[src/rtl/rbst_pkg.sv]
`default_nettype none

package rbst_pkg;

    // Token kinds as they appear on the result channel
    typedef enum logic [3:0] {
        KIND_ILLEGAL  = 4'd0,
        KIND_ARRAY    = 4'd1,
        KIND_BULKTYPE = 4'd2,
        KIND_SIMPLE   = 4'd3,
        KIND_INT      = 4'd4,
        KIND_ERR      = 4'd5,
        KIND_CR       = 4'd6,
        KIND_LF       = 4'd7,
        KIND_EOF      = 4'd8,
        KIND_BULK     = 4'd9,
        KIND_LEN      = 4'd10
    } token_kind_t;

    // Scanner mode, one-hot
    typedef enum logic [2:0] {
        MODE_IDLE   = 3'b001,
        MODE_TO_CR  = 3'b010,
        MODE_DIGITS = 3'b100
    } scan_mode_t;

    // Protocol bytes
    localparam logic [7:0] CHAR_STAR   = 8'h2A;
    localparam logic [7:0] CHAR_DOLLAR = 8'h24;
    localparam logic [7:0] CHAR_PLUS   = 8'h2B;
    localparam logic [7:0] CHAR_COLON  = 8'h3A;
    localparam logic [7:0] CHAR_MINUS  = 8'h2D;
    localparam logic [7:0] CHAR_CR     = 8'h0D;
    localparam logic [7:0] CHAR_LF     = 8'h0A;
    localparam logic [7:0] CHAR_NUL    = 8'h00;

    // Queue depth of the result buffer
    localparam int unsigned QUEUE_DEPTH = 3;

    // One result transaction
    typedef struct packed {
        token_kind_t token_kind;
        logic [7:0]  body_byte;
        logic        byte_valid;
        logic        token_done;
        logic        last_of_run;
    } result_t;

    // Results produced by one accepted byte, handed to the result buffer
    typedef struct packed {
        logic [1:0] count;
        result_t    first;
        result_t    second;
    } lex_out_t;

endpackage

`default_nettype wire

[src/rtl/rbst_in_if.sv]
`default_nettype none

interface rbst_in_if;
    logic       valid;
    logic       ready;
    logic [7:0] data_byte;
    logic       end_of_input;

    modport source (output valid, output data_byte, output end_of_input, input ready);
    modport sink   (input valid, input data_byte, input end_of_input, output ready);
endinterface

`default_nettype wire

[src/rtl/rbst_out_if.sv]
`default_nettype none

interface rbst_out_if;
    logic       valid;
    logic       ready;
    logic [3:0] token_kind;
    logic [7:0] body_byte;
    logic       byte_valid;
    logic       token_done;
    logic       last_of_run;

    modport source (output valid, output token_kind, output body_byte, output byte_valid,
                    output token_done, output last_of_run, input ready);
    modport sink   (input valid, input token_kind, input body_byte, input byte_valid,
                    input token_done, input last_of_run, output ready);
endinterface

`default_nettype wire

[src/rtl/resp_byte_stream_tokenizer_core.sv]
`default_nettype none

// Byte-stream tokenizer for a RESP-style protocol. One byte is taken per
// transaction on in_ch and turned into zero, one or two token results on
// out_ch. A new byte is accepted every cycle while the three-entry result
// buffer holds at most one waiting result, so bytes giving at most one
// result each run at one byte per cycle while out_ch.ready is high; a byte
// giving two results (a body end and CR, a new token or the end token)
// fills two entries and can stall the next byte. The first result of a
// byte can leave on the cycle after it is accepted. Body openers '+', ':'
// and '-' produce no result. in_ch.ready depends only on registered state.

module resp_byte_stream_tokenizer_core
    import rbst_pkg::*;
(
    input  wire logic clk,
    input  wire logic rst_n,
    rbst_in_if.sink   in_ch,
    rbst_out_if.source out_ch
);

    lex_out_t lex;
    result_t  res;
    logic     room;
    logic     accept;
    logic     res_valid;

    assign in_ch.ready = room;
    assign accept      = in_ch.valid && room;

    // Byte classification and scanner state
    rbst_lexer u_lexer (
        .clk          (clk),
        .rst_n        (rst_n),
        .accept       (accept),
        .data_byte    (in_ch.data_byte),
        .end_of_input (in_ch.end_of_input),
        .lex          (lex)
    );

    // Result buffer
    rbst_out_queue u_queue (
        .clk       (clk),
        .rst_n     (rst_n),
        .push      (accept),
        .lex       (lex),
        .room      (room),
        .out_valid (res_valid),
        .out_ready (out_ch.ready),
        .out_data  (res)
    );

    assign out_ch.valid       = res_valid;
    assign out_ch.token_kind  = 4'(res.token_kind);
    assign out_ch.body_byte   = res.body_byte;
    assign out_ch.byte_valid  = res.byte_valid;
    assign out_ch.token_done  = res.token_done;
    assign out_ch.last_of_run = res.last_of_run;

endmodule

`default_nettype wire

[src/rtl/rbst_lexer.sv]
`default_nettype none

module rbst_lexer
    import rbst_pkg::*;
(
    input  wire logic       clk,
    input  wire logic       rst_n,
    input  wire logic       accept,
    input  wire logic [7:0] data_byte,
    input  wire logic       end_of_input,
    output lex_out_t        lex
);

    typedef struct packed {
        logic        emit;
        result_t     res;
        scan_mode_t  mode;
        token_kind_t kind;
    } class_t;

    scan_mode_t  mode_reg,  mode_next;
    token_kind_t kind_reg,  kind_next;
    class_t      cls;

    function automatic result_t single(input token_kind_t k);
        result_t r;
        r.token_kind  = k;
        r.body_byte   = 8'h00;
        r.byte_valid  = 1'b0;
        r.token_done  = 1'b1;
        r.last_of_run = 1'b0;
        return r;
    endfunction

    function automatic result_t body(input token_kind_t k, input logic [7:0] b);
        result_t r;
        r.token_kind  = k;
        r.body_byte   = b;
        r.byte_valid  = 1'b1;
        r.token_done  = 1'b0;
        r.last_of_run = 1'b0;
        return r;
    endfunction

    function automatic logic digit_char(input logic [7:0] b);
        return b inside {[8'h30:8'h39]};
    endfunction

    // Classification of a byte seen between tokens
    function automatic class_t classify(input logic [7:0] b);
        class_t c;
        c.emit = 1'b1;
        c.res  = single(KIND_ILLEGAL);
        c.mode = MODE_IDLE;
        c.kind = KIND_ILLEGAL;
        case (b)
            CHAR_STAR:   c.res = single(KIND_ARRAY);
            CHAR_DOLLAR: c.res = single(KIND_BULKTYPE);
            CHAR_PLUS:
            begin
                c.emit = 1'b0;
                c.mode = MODE_TO_CR;
                c.kind = KIND_SIMPLE;
            end
            CHAR_COLON:
            begin
                c.emit = 1'b0;
                c.mode = MODE_TO_CR;
                c.kind = KIND_INT;
            end
            CHAR_MINUS:
            begin
                c.emit = 1'b0;
                c.mode = MODE_TO_CR;
                c.kind = KIND_ERR;
            end
            CHAR_CR:     c.res = single(KIND_CR);
            CHAR_LF:     c.res = single(KIND_LF);
            CHAR_NUL:    c.res = single(KIND_EOF);
            default:
            begin
                if (b inside {[8'h41:8'h5A], [8'h61:8'h7A]})
                begin
                    c.res  = body(KIND_BULK, b);
                    c.mode = MODE_TO_CR;
                    c.kind = KIND_BULK;
                end
                else if (digit_char(b))
                begin
                    c.res  = body(KIND_LEN, b);
                    c.mode = MODE_DIGITS;
                    c.kind = KIND_LEN;
                end
            end
        endcase
        return c;
    endfunction

    // Results and next state for the byte on the input
    always_comb
    begin
        cls          = classify(data_byte);
        mode_next    = mode_reg;
        kind_next    = kind_reg;
        lex.count    = 2'd0;
        lex.first    = single(kind_reg);
        lex.second   = single(KIND_EOF);

        if (end_of_input)
        begin
            mode_next = MODE_IDLE;
            kind_next = KIND_ILLEGAL;
            if (mode_reg == MODE_TO_CR || mode_reg == MODE_DIGITS)
            begin
                lex.count = 2'd2;
            end
            else
            begin
                lex.count = 2'd1;
                lex.first = single(KIND_EOF);
            end
        end
        else
        begin
            case (mode_reg)
                MODE_TO_CR:
                begin
                    if (data_byte == CHAR_CR)
                    begin
                        lex.count  = 2'd2;
                        lex.second = single(KIND_CR);
                        mode_next  = MODE_IDLE;
                        kind_next  = KIND_ILLEGAL;
                    end
                    else
                    begin
                        lex.count = 2'd1;
                        lex.first = body(kind_reg, data_byte);
                    end
                end
                MODE_DIGITS:
                begin
                    if (digit_char(data_byte))
                    begin
                        lex.count = 2'd1;
                        lex.first = body(kind_reg, data_byte);
                    end
                    else
                    begin
                        // close the length body, then classify the ending byte
                        lex.count  = cls.emit ? 2'd2 : 2'd1;
                        lex.second = cls.res;
                        mode_next  = cls.mode;
                        kind_next  = cls.kind;
                    end
                end
                default:
                begin
                    lex.count = {1'b0, cls.emit};
                    lex.first = cls.res;
                    mode_next = cls.mode;
                    kind_next = cls.kind;
                end
            endcase
        end

        // mark the final result of this byte
        if (lex.count == 2'd2)
        begin
            lex.second.last_of_run = 1'b1;
        end
        else
        begin
            lex.first.last_of_run = 1'b1;
        end
    end

    // Scanner state
    always_ff @(posedge clk or negedge rst_n)
    begin
        if (!rst_n)
        begin
            mode_reg <= MODE_IDLE;
            kind_reg <= KIND_ILLEGAL;
        end
        else if (accept)
        begin
            mode_reg <= mode_next;
            kind_reg <= kind_next;
        end
    end

endmodule

`default_nettype wire

[src/rtl/rbst_out_queue.sv]
`default_nettype none

module rbst_out_queue
    import rbst_pkg::*;
(
    input  wire logic   clk,
    input  wire logic   rst_n,
    input  wire logic   push,
    input  lex_out_t    lex,
    output logic        room,
    output logic        out_valid,
    input  wire logic   out_ready,
    output result_t     out_data
);

    localparam int unsigned PW = $clog2(QUEUE_DEPTH);

    result_t         mem_reg [QUEUE_DEPTH];
    logic [PW-1:0]   rd_ptr_reg, rd_ptr_next;
    logic [PW-1:0]   wr_ptr_reg, wr_ptr_next;
    logic [PW-1:0]   wr_ptr_inc;
    logic [PW:0]     count_reg,  count_next;
    logic [1:0]      push_n;
    logic            pop;

    function automatic logic [PW-1:0] wrap_inc(input logic [PW-1:0] p);
        return (p == PW'(QUEUE_DEPTH - 1)) ? '0 : p + 1'b1;
    endfunction

    // Room for a two-result byte, decided from registered state only
    assign room      = (count_reg <= (PW+1)'(QUEUE_DEPTH - 2));
    assign out_valid = (count_reg != '0);
    assign out_data  = mem_reg[rd_ptr_reg];
    assign pop       = out_valid && out_ready;
    assign push_n    = push ? lex.count : 2'd0;
    assign wr_ptr_inc = wrap_inc(wr_ptr_reg);

    // Pointer and fill count update
    always_comb
    begin
        rd_ptr_next = pop ? wrap_inc(rd_ptr_reg) : rd_ptr_reg;
        case (push_n)
            2'd1:    wr_ptr_next = wr_ptr_inc;
            2'd2:    wr_ptr_next = wrap_inc(wr_ptr_inc);
            default: wr_ptr_next = wr_ptr_reg;
        endcase
        count_next = count_reg + (PW+1)'(push_n) - (PW+1)'(pop);
    end

    always_ff @(posedge clk or negedge rst_n)
    begin
        if (!rst_n)
        begin
            rd_ptr_reg <= '0;
            wr_ptr_reg <= '0;
            count_reg  <= '0;
        end
        else
        begin
            rd_ptr_reg <= rd_ptr_next;
            wr_ptr_reg <= wr_ptr_next;
            count_reg  <= count_next;
        end
    end

    // Result storage
    always_ff @(posedge clk)
    begin
        if (push_n != 2'd0)
        begin
            mem_reg[wr_ptr_reg] <= lex.first;
        end
        if (push_n == 2'd2)
        begin
            mem_reg[wr_ptr_inc] <= lex.second;
        end
    end

endmodule

`default_nettype wire

[src/flat_wrapper.sv]
// flat-port wrapper written by rule: the top's interface ports become plain ports
module resp_byte_stream_tokenizer_core_flat import rbst_pkg::*;
  (clk, rst_n, in_ch_valid, in_ch_data_byte, in_ch_end_of_input, in_ch_ready, out_ch_valid, out_ch_token_kind, out_ch_body_byte, out_ch_byte_valid, out_ch_token_done, out_ch_last_of_run, out_ch_ready);
  rbst_in_if in_ch_i ();
  rbst_out_if out_ch_i ();
  input  wire logic clk;
  input  wire logic rst_n;
  input wire logic [$bits(in_ch_i.valid)-1:0] in_ch_valid;
  input wire logic [$bits(in_ch_i.data_byte)-1:0] in_ch_data_byte;
  input wire logic [$bits(in_ch_i.end_of_input)-1:0] in_ch_end_of_input;
  output wire logic [$bits(in_ch_i.ready)-1:0] in_ch_ready;
  output wire logic [$bits(out_ch_i.valid)-1:0] out_ch_valid;
  output wire logic [$bits(out_ch_i.token_kind)-1:0] out_ch_token_kind;
  output wire logic [$bits(out_ch_i.body_byte)-1:0] out_ch_body_byte;
  output wire logic [$bits(out_ch_i.byte_valid)-1:0] out_ch_byte_valid;
  output wire logic [$bits(out_ch_i.token_done)-1:0] out_ch_token_done;
  output wire logic [$bits(out_ch_i.last_of_run)-1:0] out_ch_last_of_run;
  input wire logic [$bits(out_ch_i.ready)-1:0] out_ch_ready;
  assign in_ch_i.valid = in_ch_valid;
  assign in_ch_i.data_byte = in_ch_data_byte;
  assign in_ch_i.end_of_input = in_ch_end_of_input;
  assign in_ch_ready = in_ch_i.ready;
  assign out_ch_valid = out_ch_i.valid;
  assign out_ch_token_kind = out_ch_i.token_kind;
  assign out_ch_body_byte = out_ch_i.body_byte;
  assign out_ch_byte_valid = out_ch_i.byte_valid;
  assign out_ch_token_done = out_ch_i.token_done;
  assign out_ch_last_of_run = out_ch_i.last_of_run;
  assign out_ch_i.ready = out_ch_ready;
  resp_byte_stream_tokenizer_core u_core (.clk(clk), .rst_n(rst_n), .in_ch(in_ch_i), .out_ch(out_ch_i));
endmodule
[config.mk]
export PLATFORM = sky130hd
export DESIGN_NAME = resp_byte_stream_tokenizer_core_flat
export DESIGN_NICKNAME = d
export VERILOG_FILES = /design/src/rtl/rbst_pkg.sv /design/src/rtl/rbst_in_if.sv /design/src/rtl/rbst_out_if.sv /design/src/rtl/resp_byte_stream_tokenizer_core.sv /design/src/rtl/rbst_lexer.sv /design/src/rtl/rbst_out_queue.sv /design/src/flat_wrapper.sv
export SDC_FILE = /design/constraint.sdc
export NUM_CORES = 1
export LEC_CHECK = 0
export ABC_AREA = 1
export BUFFER_PORTS_ARGS = -buffer_cell sky130_fd_sc_hd__buf_2
export CAP_MARGIN = 40
export CORE_MARGIN = 5
export CORE_UTILIZATION = 60
export CTS_CLUSTER_SIZE = 12
export DETAILED_ROUTE_END_ITERATION = 7
export MAX_ROUTING_LAYER = met4
export PLACE_DENSITY = 0.9
export SKIP_CTS_REPAIR_TIMING = 1
export SLEW_MARGIN = 25
export SYNTH_ARGS = -nofsm -noshare
export SYNTH_HDL_FRONTEND = slang
export SYNTH_HIERARCHICAL = 1
export SYNTH_SLANG_ARGS = --single-unit
[constraint.sdc]
create_clock -name clk -period 4.1 [get_ports clk]
set_input_delay 0.41 -clock clk [delete_from_list [all_inputs] [get_ports clk]]
set_output_delay 0.41 -clock clk [all_outputs]
set_load 0.03 [all_outputs]
==> results_dict.tcl, run 1 <==
set metrics [dict create \
    tightestPinTransition_ns 0.776 \
    gr-usage-all-layers 0.246 \
    io_buffers 29 \
    setup_tns_ns 0 \
    dieHeight_um 87.0 \
    ios 30 \
    filler_cell_count 445 \
    path_cells "inv_1, nand3_1, inv_1, nor2_2, inv_2, nor2_1, nor3_4, nand2_1, inv_1, ha_1, nand2_2, o21ai_1, buf_4" \
    p_per_area_nw_per_um2 587 \
    area_growth_pct 12.1 \
    worstSkewPairLatency_ns 0.34 \
    fp.dieW_um 87.0 \
    hold_viol_final 0 \
    clk_pin_slew_ns 0.07 \
    hp-class "input pin to flop" \
    r2r-end "u_core/u_queue/mem_reg[1][0]" \
    utilization 0.682 \
    cpPeakStageDelay_ns 0.56 \
    cp-endpoint "u_core/u_queue/mem_reg[1][0]" \
    core-area_um2 5850 \
    nets 501 \
    antenna_found_initial 0 \
    synth_cell_types 35 \
    r2r_start "u_core/u_lexer/mode_reg[0]" \
    path_buf_inv 5 \
    crit_type "flop to flop" \
    drv_cap 0 \
    slew_headroom 0.482 \
    leakagePower_uw 0.00179 \
    cp-end-kind "flop" \
    first_pass_iters 5 \
    cp-start-kind "flop" \
    critical_path_depth 13 \
    largest_register_ffs 45 \
    hpwlAfterDp_um 5760 \
    diodes 0 \
    num_rows 28 \
    worstPathRequired_ns 4.18 \
    wl_per_cell_um 14.6 \
    synth-edff-count 45 \
    die_area_um2 7570 \
    setup_viol 0 \
    gp_congestion 1.08 \
    start_util 0.608 \
    crit_arrival_ns 3.13 \
    startpoint "u_core/u_lexer/mode_reg[0]" \
    synthArstFlopShare 0.237 \
    num_vias 3115 \
    synth_area_per_cell_um2 7.91 \
    crit_family "simple AND/OR/NAND/NOR gates" \
    outcome "completed" \
    drc_errors 0 \
    rsz0062_at_grt "no" \
    hold_start "out_ch_ready" \
    fin_crit_ns 3.06 \
    grt_pass1_wl_um 13800 \
    fin_skew_ns 0.00772 \
    routed_wl_um 8180 \
    cts_root_buffer "clkbuf_8" \
    cts_sinks 59 \
    crit_slowest_cell "dfstp_2" \
    reg2reg_depth 13 \
    synth_area_um2 3560 \
    synthFlopType "edfxtp_1" \
    initialDrtViolationCount 394 \
    grt_pass1_vias 2937 \
    reg2reg_slack_ns 1.04 \
    drive_gt1_frac 0.154 \
    max_freq_mhz 327 \
    yosys_warnings 6 \
    vias_per_cell 5.54 \
    post-route-period-util 0.745 \
    ys_seq_elements 59 \
    grt_overflow 0 \
    cpMostUsedCell "inv_1" \
    ant_nets 0 \
    syn_inst 450 \
    yosysSeqAreaShare 0.478 \
    slew_viol_final 0 \
    clockBufferDepth 2 \
    path_max_fanout 32 \
    peakVddDrop_mv 0.377 \
    cts_tree "built" \
    grt_start_max_net_pins 33 \
    htreeDepth 3 \
    cts_buffers 9 \
    synth_nets 469 \
]
routing by layer:
| metal | track usage | wire [um] | vias to the layer above |
|---|---|---|---|
| li1 | - | - | 1523 |
| met4 | 0.0977 | 195 | 0 |
| met1 | 0.305 | 3320 | 1417 |
| met2 | 0.400 | 4080 | 153 |
| met5 | - | 0 | - |
| met3 | 0.0454 | 580 | 22 |
cell usage in the layout (no fill, tap or decap), drive strengths merged:
cell / Yosys / routed
nand2: 162 / 162
ha: 5 / 5
buf: 14 / 34
o22ai: 1 / 1
a21oi: 5 / 5
nand4: 2 / 2
a21o: 1 / 1
xnor2: 1 / 1
dfstp: 1 / 1
a21boi: 1 / 1
dlygate4sd3: 0 / 1
fa: 1 / 1
o21ai: 57 / 57
nor2: 36 / 36
clkinvlp: 0 / 1
clkinv: 1 / 2
clkbuf: 0 / 11
edfxtp: 45 / 45
nor3: 6 / 6
bufinv: 0 / 3
o31ai: 2 / 2
dfrtp: 13 / 13
inv: 58 / 58
nand3: 36 / 36
conb: 1 / 1
xor2: 1 / 1
worst min path at each step:
stage	to	depth (start not counted)	slack (ns)
after global routing	u_core/u_queue/rd_ptr_reg[1]	3	0.34
after CTS	u_core/u_queue/rd_ptr_reg[1]	1	-0.05
after global placement	u_core/u_queue/count_reg[0]	1	0.31
after detailed placement	u_core/u_queue/count_reg[2]	1	0.32
after floorplan	u_core/u_lexer/kind_reg[0]	0	0.11
final	u_core/u_queue/rd_ptr_reg[0]	3	0.34
cells in the mapped netlist (2+ instances only):
cell type / n / area share
nand2_1: 158 / 0.17
inv_1: 54 / 0.057
edfxtp_1: 45 / 0.38
nand3_1: 32 / 0.045
o21ai_1: 30 / 0.042
nor2_1: 29 / 0.031
o21ai_0: 26 / 0.037
dfrtp_1: 13 / 0.091
buf_4: 7 / 0.015
buf_2: 5 / 0.0070
ha_1: 5 / 0.018
a21oi_1: 4 / 0.0056
inv_2: 4 / 0.0042
nand2_2: 4 / 0.0070
nor2_2: 4 / 0.0070
nor3_1: 4 / 0.0056
nand3_2: 3 / 0.0084
nor2_4: 3 / 0.0095
buf_6: 2 / 0.0063
nor3_4: 2 / 0.0091
o31ai_1: 2 / 0.0042
logic make-up (layout without fill, tap and decap cells):
kind of cell	count (synthesis)	count (layout)	synth area share
compound gates	67	67	0.101
xor+xnor	2	2	0.00492
fa+ha+maj	6	6	0.0232
buf+inv	73	110	0.0903
flops	59	59	0.478
other cells	1	1	0.00105
simple gates	242	242	0.302
cell type report:
cell class | instances | area, um2 | area share
Tap cell | 75 | 93.8 | 0.0235
Sequential cell | 59 | 1700 | 0.427
Clock inverter | 5 | 101 | 0.0254
Clock buffer | 11 | 131 | 0.0329
Inverter | 59 | 221 | 0.0555
Multi-Input combinational cell | 318 | 1550 | 0.387
Timing Repair Buffer | 35 | 193 | 0.0483
worst min-delay path, delay by kind of cell:
family                 cells  cell delay [ns]
buffers and inverters      1             0.10
and+or+nand+nor            2             0.13
report_power, final:
| part | total (uW) | internal, uW | switching (uW) |
|---|---|---|---|
| Combinational | 844 | 250 | 594 |
| Clock | 627 | 402 | 225 |
| Sequential | 871 | 776 | 94.6 |
| Total | 2340 | 1430 | 914 |
through the flow:
| stage | setup slack [ns] | power (uW) | area [um2] | std cells | hold WS (ns) |
|---|---|---|---|---|---|
| floorplan | 0.877 | 1490 | 3560 | 450 | 0.114 |
| global placement | 1.18 | 1700 | 3750 | 545 | 0.314 |
| detailed placement | 1.04 | 1730 | 3750 | 545 | 0.320 |
| CTS | 1.09 | 2360 | 3980 | 561 | -0.0532 |
| global route | 0.820 | 2490 | 3990 | 562 | 0.336 |
| finish | 1.04 | 2340 | 3990 | 562 | 0.336 |
Note: power is estimated with default switching activity, not from simulation.
==> run 2: changes to the inputs <==
CORE_UTILIZATION = 54   (was 60)
PLACE_DENSITY = 0.86   (was 0.9)
clock period = 2.6 ns   (was 4.1 ns; I/O delays follow)
==> results_dict.tcl, run 2 (same netlist as run 1, synthesis figures left out) <==
set metrics [dict create \
    outcome "completed" \
    cts_buffers 9 \
    diodes 0 \
    worstPathRequired_ns 2.63 \
    max_freq_mhz 414 \
    hold_start "out_ch_ready" \
    p_per_area_nw_per_um2 884 \
    cts_tree "built" \
    instances_no_fill 571 \
    nets 508 \
    path_max_fanout 15 \
    p_comb_frac 0.380 \
    drive_gt1_frac 0.176 \
    design_area_um2 4140 \
    drv_cap 0 \
    num_vias 3091 \
    setup_tns_ns 0 \
    fin_skew_ns 0.00816 \
    area_growth_pct 16.3 \
    crit_type "flop to flop" \
    reg2reg_depth 9 \
    grt_pass1_vias 2970 \
    cp-end-kind "flop" \
    slew_viol_final 0 \
    cts_root_buffer "clkbuf_8" \
    clk_pin_slew_ns 0.07 \
    clkPwrFrac 0.243 \
    intPower_uw 2200 \
    vias_per_cell 5.41 \
    hold_end "u_core/u_queue/rd_ptr_reg[0]" \
    antenna_found_initial 0 \
    reg2reg_slack_ns 0.19 \
    grt_start_max_net_pins 31 \
    worstSkewPairLatency_ns 0.33 \
    crit_arrival_ns 2.45 \
    r2r-end "u_core/u_queue/mem_reg[2][12]" \
    leakagePower_uw 0.00185 \
    post-route-period-util 0.928 \
    first_pass_iters 5 \
    rsz0062_at_grt "yes" \
    tightestPinTransition_ns 0.762 \
    final_common_cell "nand2_1" \
    gr-usage-all-layers 0.206 \
    start_util 0.557 \
    gp_congestion 0.986 \
    routed_wl_um 7900 \
    hold_viol_final 0 \
    drc_errors 0 \
    num_rows 29 \
    dp_cells 554 \
    fp.dieW_um 91.2 \
    r2r_start "u_core/u_lexer/mode_reg[1]" \
    ios 30 \
    setup_viol 0 \
    initialDrtViolationCount 258 \
    core-area_um2 6390 \
    cts_sinks 59 \
    min_path_cells 3 \
    hpwlAfterDp_um 5740 \
    dpl_cell_area_um2 3900 \
    grt_pass1_wl_um 13500 \
    switchingPower_uw 1460 \
    wl_per_cell_um 13.8 \
    largest_register_ffs 45 \
    cp-start-kind "flop" \
    cpMostUsedCell "nor3_4" \
    io_buffers 29 \
    hp-class "input pin to flop" \
    dieHeight_um 91.2 \
    fin_crit_ns 2.41 \
    grt_overflow 0 \
    path_cells "nor3_4, inv_2, o21ai_2, nor2_2, nor3_4, nand2_1, ha_1, o31ai_4, buf_12" \
    die_area_um2 8320 \
    clockBufferDepth 2 \
    peakVddDrop_mv 0.775 \
    pwr-share-seq 0.377 \
    final_cell_mix "157 x nand2_1, 54 x inv_1, 45 x edfxtp_1" \
    cpPeakStageDelay_ns 0.43 \
    swShare 0.400 \
    ant_nets 0 \
    htreeDepth 3 \
    slew_headroom 0.492 \
    crit_slowest_cell "dfrtp_1" \
]
## run 2: how the worst max path moves through the flow
stage / startpoint / endpoint / slack (ns) / cells past startpoint
after detailed placement: in_ch_data_byte[2] / u_core/u_queue/count_reg[2] / -0.007 / 17
after CTS: u_core/u_lexer/mode_reg[0] / u_core/u_queue/mem_reg[0][10] / 0.07 / 14
after global routing: u_core/u_lexer/mode_reg[0] / u_core/u_queue/count_reg[2] / -0.006 / 14
after floorplan: u_core/u_queue/count_reg[2] / u_core/u_queue/count_reg[2] / 0.01 / 10
after global placement: in_ch_data_byte[2] / u_core/u_queue/count_reg[2] / 0.06 / 17
final: u_core/u_lexer/mode_reg[1] / u_core/u_queue/mem_reg[2][12] / 0.19 / 9
## run 2: power by group through the flow
| stage | sequential [uW] | combinational, uW | clock [uW] |
|---|---|---|---|
| final | 1380 | 1390 | 889 |
| after global routing | 1400 | 1550 | 946 |
| after CTS | 1380 | 1400 | 905 |
| after detailed placement | 1400 | 1400 | 0 |
| after global placement | 1390 | 1360 | 0 |
| after floorplan | 1330 | 1050 | 0 |
## run 2: layout make-up
type,instances,area (um2)
fill,500,2250
sequential,59,1700
multi-input combinational,318,1580
timing repair buffer,42,320
inverter,59,221
clock buffer,9,124
tap,77,96.3
clock inverter,7,91.3
## run 2: worst max-delay path, delay by kind of cell, from the launching register on
family / cells / cell delay (ns)
AOI/OAI and AO/OA: 2 / 0.49
adders and majority gates: 1 / 0.30
buffers and inverters: 2 / 0.29
DFF: 1 / 0.43
and+or+nand+nor: 4 / 0.63
## run 2: routing by layer
metal / GRT usage / vias to the layer above / share of wire / wire length, um
met3: 0.0496 / 17 / 0.080 / 631
li1: - / 1536 / - / -
met1: 0.245 / 1397 / 0.41 / 3260
met5: - / - / 0 / 0
met4: 0.0807 / 0 / 0.018 / 144
met2: 0.338 / 141 / 0.49 / 3860
## run 2: metrics by stage
stage / worst slack [ns] / utilization / total power, uW / hold WS (ns)
final: 0.186 / 0.648 / 3660 / 0.201
after global routing: -0.00621 / 0.648 / 3900 / 0.202
after CTS: 0.0703 / 0.644 / 3690 / -0.188
after detailed placement: -0.00718 / 0.610 / 2800 / 0.175
after global placement: 0.0570 / 0.610 / 2740 / 0.166
after floorplan: 0.0102 / - / 2390 / -0.0356
==> run 3: changes to the inputs <==
CAP_MARGIN = 20   (was 40)
CORE_UTILIZATION = 60   (was 54)
PLACE_DENSITY = 0.9   (was 0.86)
clock period = 2.7 ns   (was 2.6 ns; I/O delays follow)
==> results_dict.tcl, run 3 (same netlist as run 1, synthesis figures left out) <==
set metrics [dict create \
    drc_errors 0 \
    dieHeight_um 87.0 \
    preCtsSetupSlack_ns 0.101 \
    htreeDepth 3 \
    cp-start-kind "flop" \
    peakVddDrop_mv 0.455 \
    num_vias 3193 \
    cts_sinks 59 \
    path_cells "nor3_4, inv_2, o21ai_2, nor2_2, nor3_4, nand2_1, inv_1, ha_2, nand2_1, buf_12, nand2_1, o21ai_0" \
    drive_gt1_frac 0.174 \
    start_util 0.608 \
    outcome "completed" \
    hold_start "out_ch_ready" \
    core-area_um2 5850 \
    wl_per_cell_um 14.6 \
    diodes 0 \
    cpPeakStageDelay_ns 0.42 \
    final_cell_mix "158 x nand2_1, 54 x inv_1, 45 x edfxtp_1" \
    hold_ws_ns 0.225 \
    r2r_start "u_core/u_lexer/mode_reg[1]" \
    ant_nets 0 \
    crit_type "flop to flop" \
    routed_wl_um 8330 \
    gr-usage-all-layers 0.243 \
    fp.dieW_um 87.0 \
    cts_tree "built" \
    nets 509 \
    cp-end-kind "flop" \
    max_freq_mhz 406 \
    ios 30 \
    hp-class "input pin to flop" \
    cts_buffers 9 \
    r2r-end "u_core/u_queue/mem_reg[0][5]" \
    cpMostUsedCell "nand2_1" \
    reg2reg_depth 12 \
    drv_cap 0 \
    fin_skew_ns 0.0102 \
    grt_pass1_wl_um 13800 \
    worstPathRequired_ns 2.77 \
    antenna_found_initial 0 \
    reg2reg_slack_ns 0.24 \
    path_buf_inv 3 \
    crit_slowest_cell "dfrtp_1" \
    num_rows 28 \
    finalPower_uw 3410 \
    slew_viol_final 0 \
    hpwlAfterDp_um 6200 \
    first_pass_iters 7 \
    fin_crit_ns 2.46 \
    vias_per_cell 5.60 \
    grt_start_max_net_pins 31 \
    worst_slack_ns 0.238 \
    cts_root_buffer "clkbuf_8" \
    hold_end "u_core/u_queue/rd_ptr_reg[1]" \
    crit_family "simple AND/OR/NAND/NOR gates" \
    setup_viol 0 \
    final_common_cell "nand2_1" \
    worstSkewPairLatency_ns 0.33 \
    clk_pin_slew_ns 0.06 \
    die_area_um2 7570 \
    tightestPinTransition_ns 0.734 \
    slew_headroom 0.511 \
    area_growth_pct 14.3 \
    clockBufferDepth 2 \
    leakagePower_uw 0.00183 \
    grt_overflow 0 \
    filler_cell_count 442 \
    hold_viol_final 0 \
    crit_arrival_ns 2.53 \
    gp_congestion 0.915 \
    initialDrtViolationCount 413 \
    grt_pass1_vias 3030 \
    utilization 0.695 \
    rsz0062_at_grt "no" \
    min_path_cells 3 \
    p_per_area_nw_per_um2 838 \
    critical_path_depth 12 \
    io_buffers 29 \
    path_max_fanout 30 \
    largest_register_ffs 45 \
    post-route-period-util 0.912 \
]
run 3: worst max path at each step:
stage | from | slack, ns | endpoint
6_report | u_core/u_lexer/mode_reg[1] | 0.24 | u_core/u_queue/mem_reg[0][5]
5_1_grt | u_core/u_lexer/mode_reg[2] | 0.06 | u_core/u_queue/mem_reg[0][5]
4_1_cts | u_core/u_lexer/mode_reg[0] | 0.18 | u_core/u_queue/mem_reg[0][5]
3_5_place_dp | in_ch_data_byte[0] | 0.10 | u_core/u_queue/mem_reg[0][5]
3_3_place_gp | in_ch_data_byte[0] | 0.22 | u_core/u_queue/count_reg[2]
2_1_floorplan | u_core/u_lexer/mode_reg[1] | -0.04 | u_core/u_queue/mem_reg[2][0]
run 3: worst min-delay path, stage by stage:
cell,delay (ns)
buf_2,0.10
nand3_1,0.07
nand2_1,0.07
run 3: final cells by class:
type | instances | area (um2) | share of cell area
clock buffers | 10 | 128 | 0.0314
clock inverters | 6 | 56.3 | 0.0138
inverters | 59 | 221 | 0.0544
multi-input cells | 318 | 1550 | 0.381
flip-flops and latches | 59 | 1700 | 0.419
well taps | 75 | 93.8 | 0.0231
repair buffers | 43 | 315 | 0.0775
run 3: metrics by stage:
step	instance area (um2)	instances	TNS [ns]
3_3_place_gp	3870	553	0
5_1_grt	4070	570	0
3_5_place_dp	3870	553	0
6_report	4070	570	0
2_1_floorplan	3570	450	-1.11
4_1_cts	4050	569	0
run 3: report_power, final:
group / internal (uW) / switching [uW] / leakage [uW] / total, uW
Combinational: 414 / 918 / 0.00115 / 1330
Sequential: 1180 / 141 / 0.000588 / 1320
Clock: 418 / 339 / 0.0000935 / 757
Total: 2010 / 1400 / 0.00183 / 3410
run 3: per-layer routing:
| metal | part of all wire | wire [um] | track usage |
|---|---|---|---|
| met1 | 0.40 | 3290 | 0.284 |
| met2 | 0.51 | 4220 | 0.402 |
| met3 | 0.067 | 560 | 0.0445 |
| met4 | 0.030 | 254 | 0.123 |
| met5 | 0 | 0 | - |
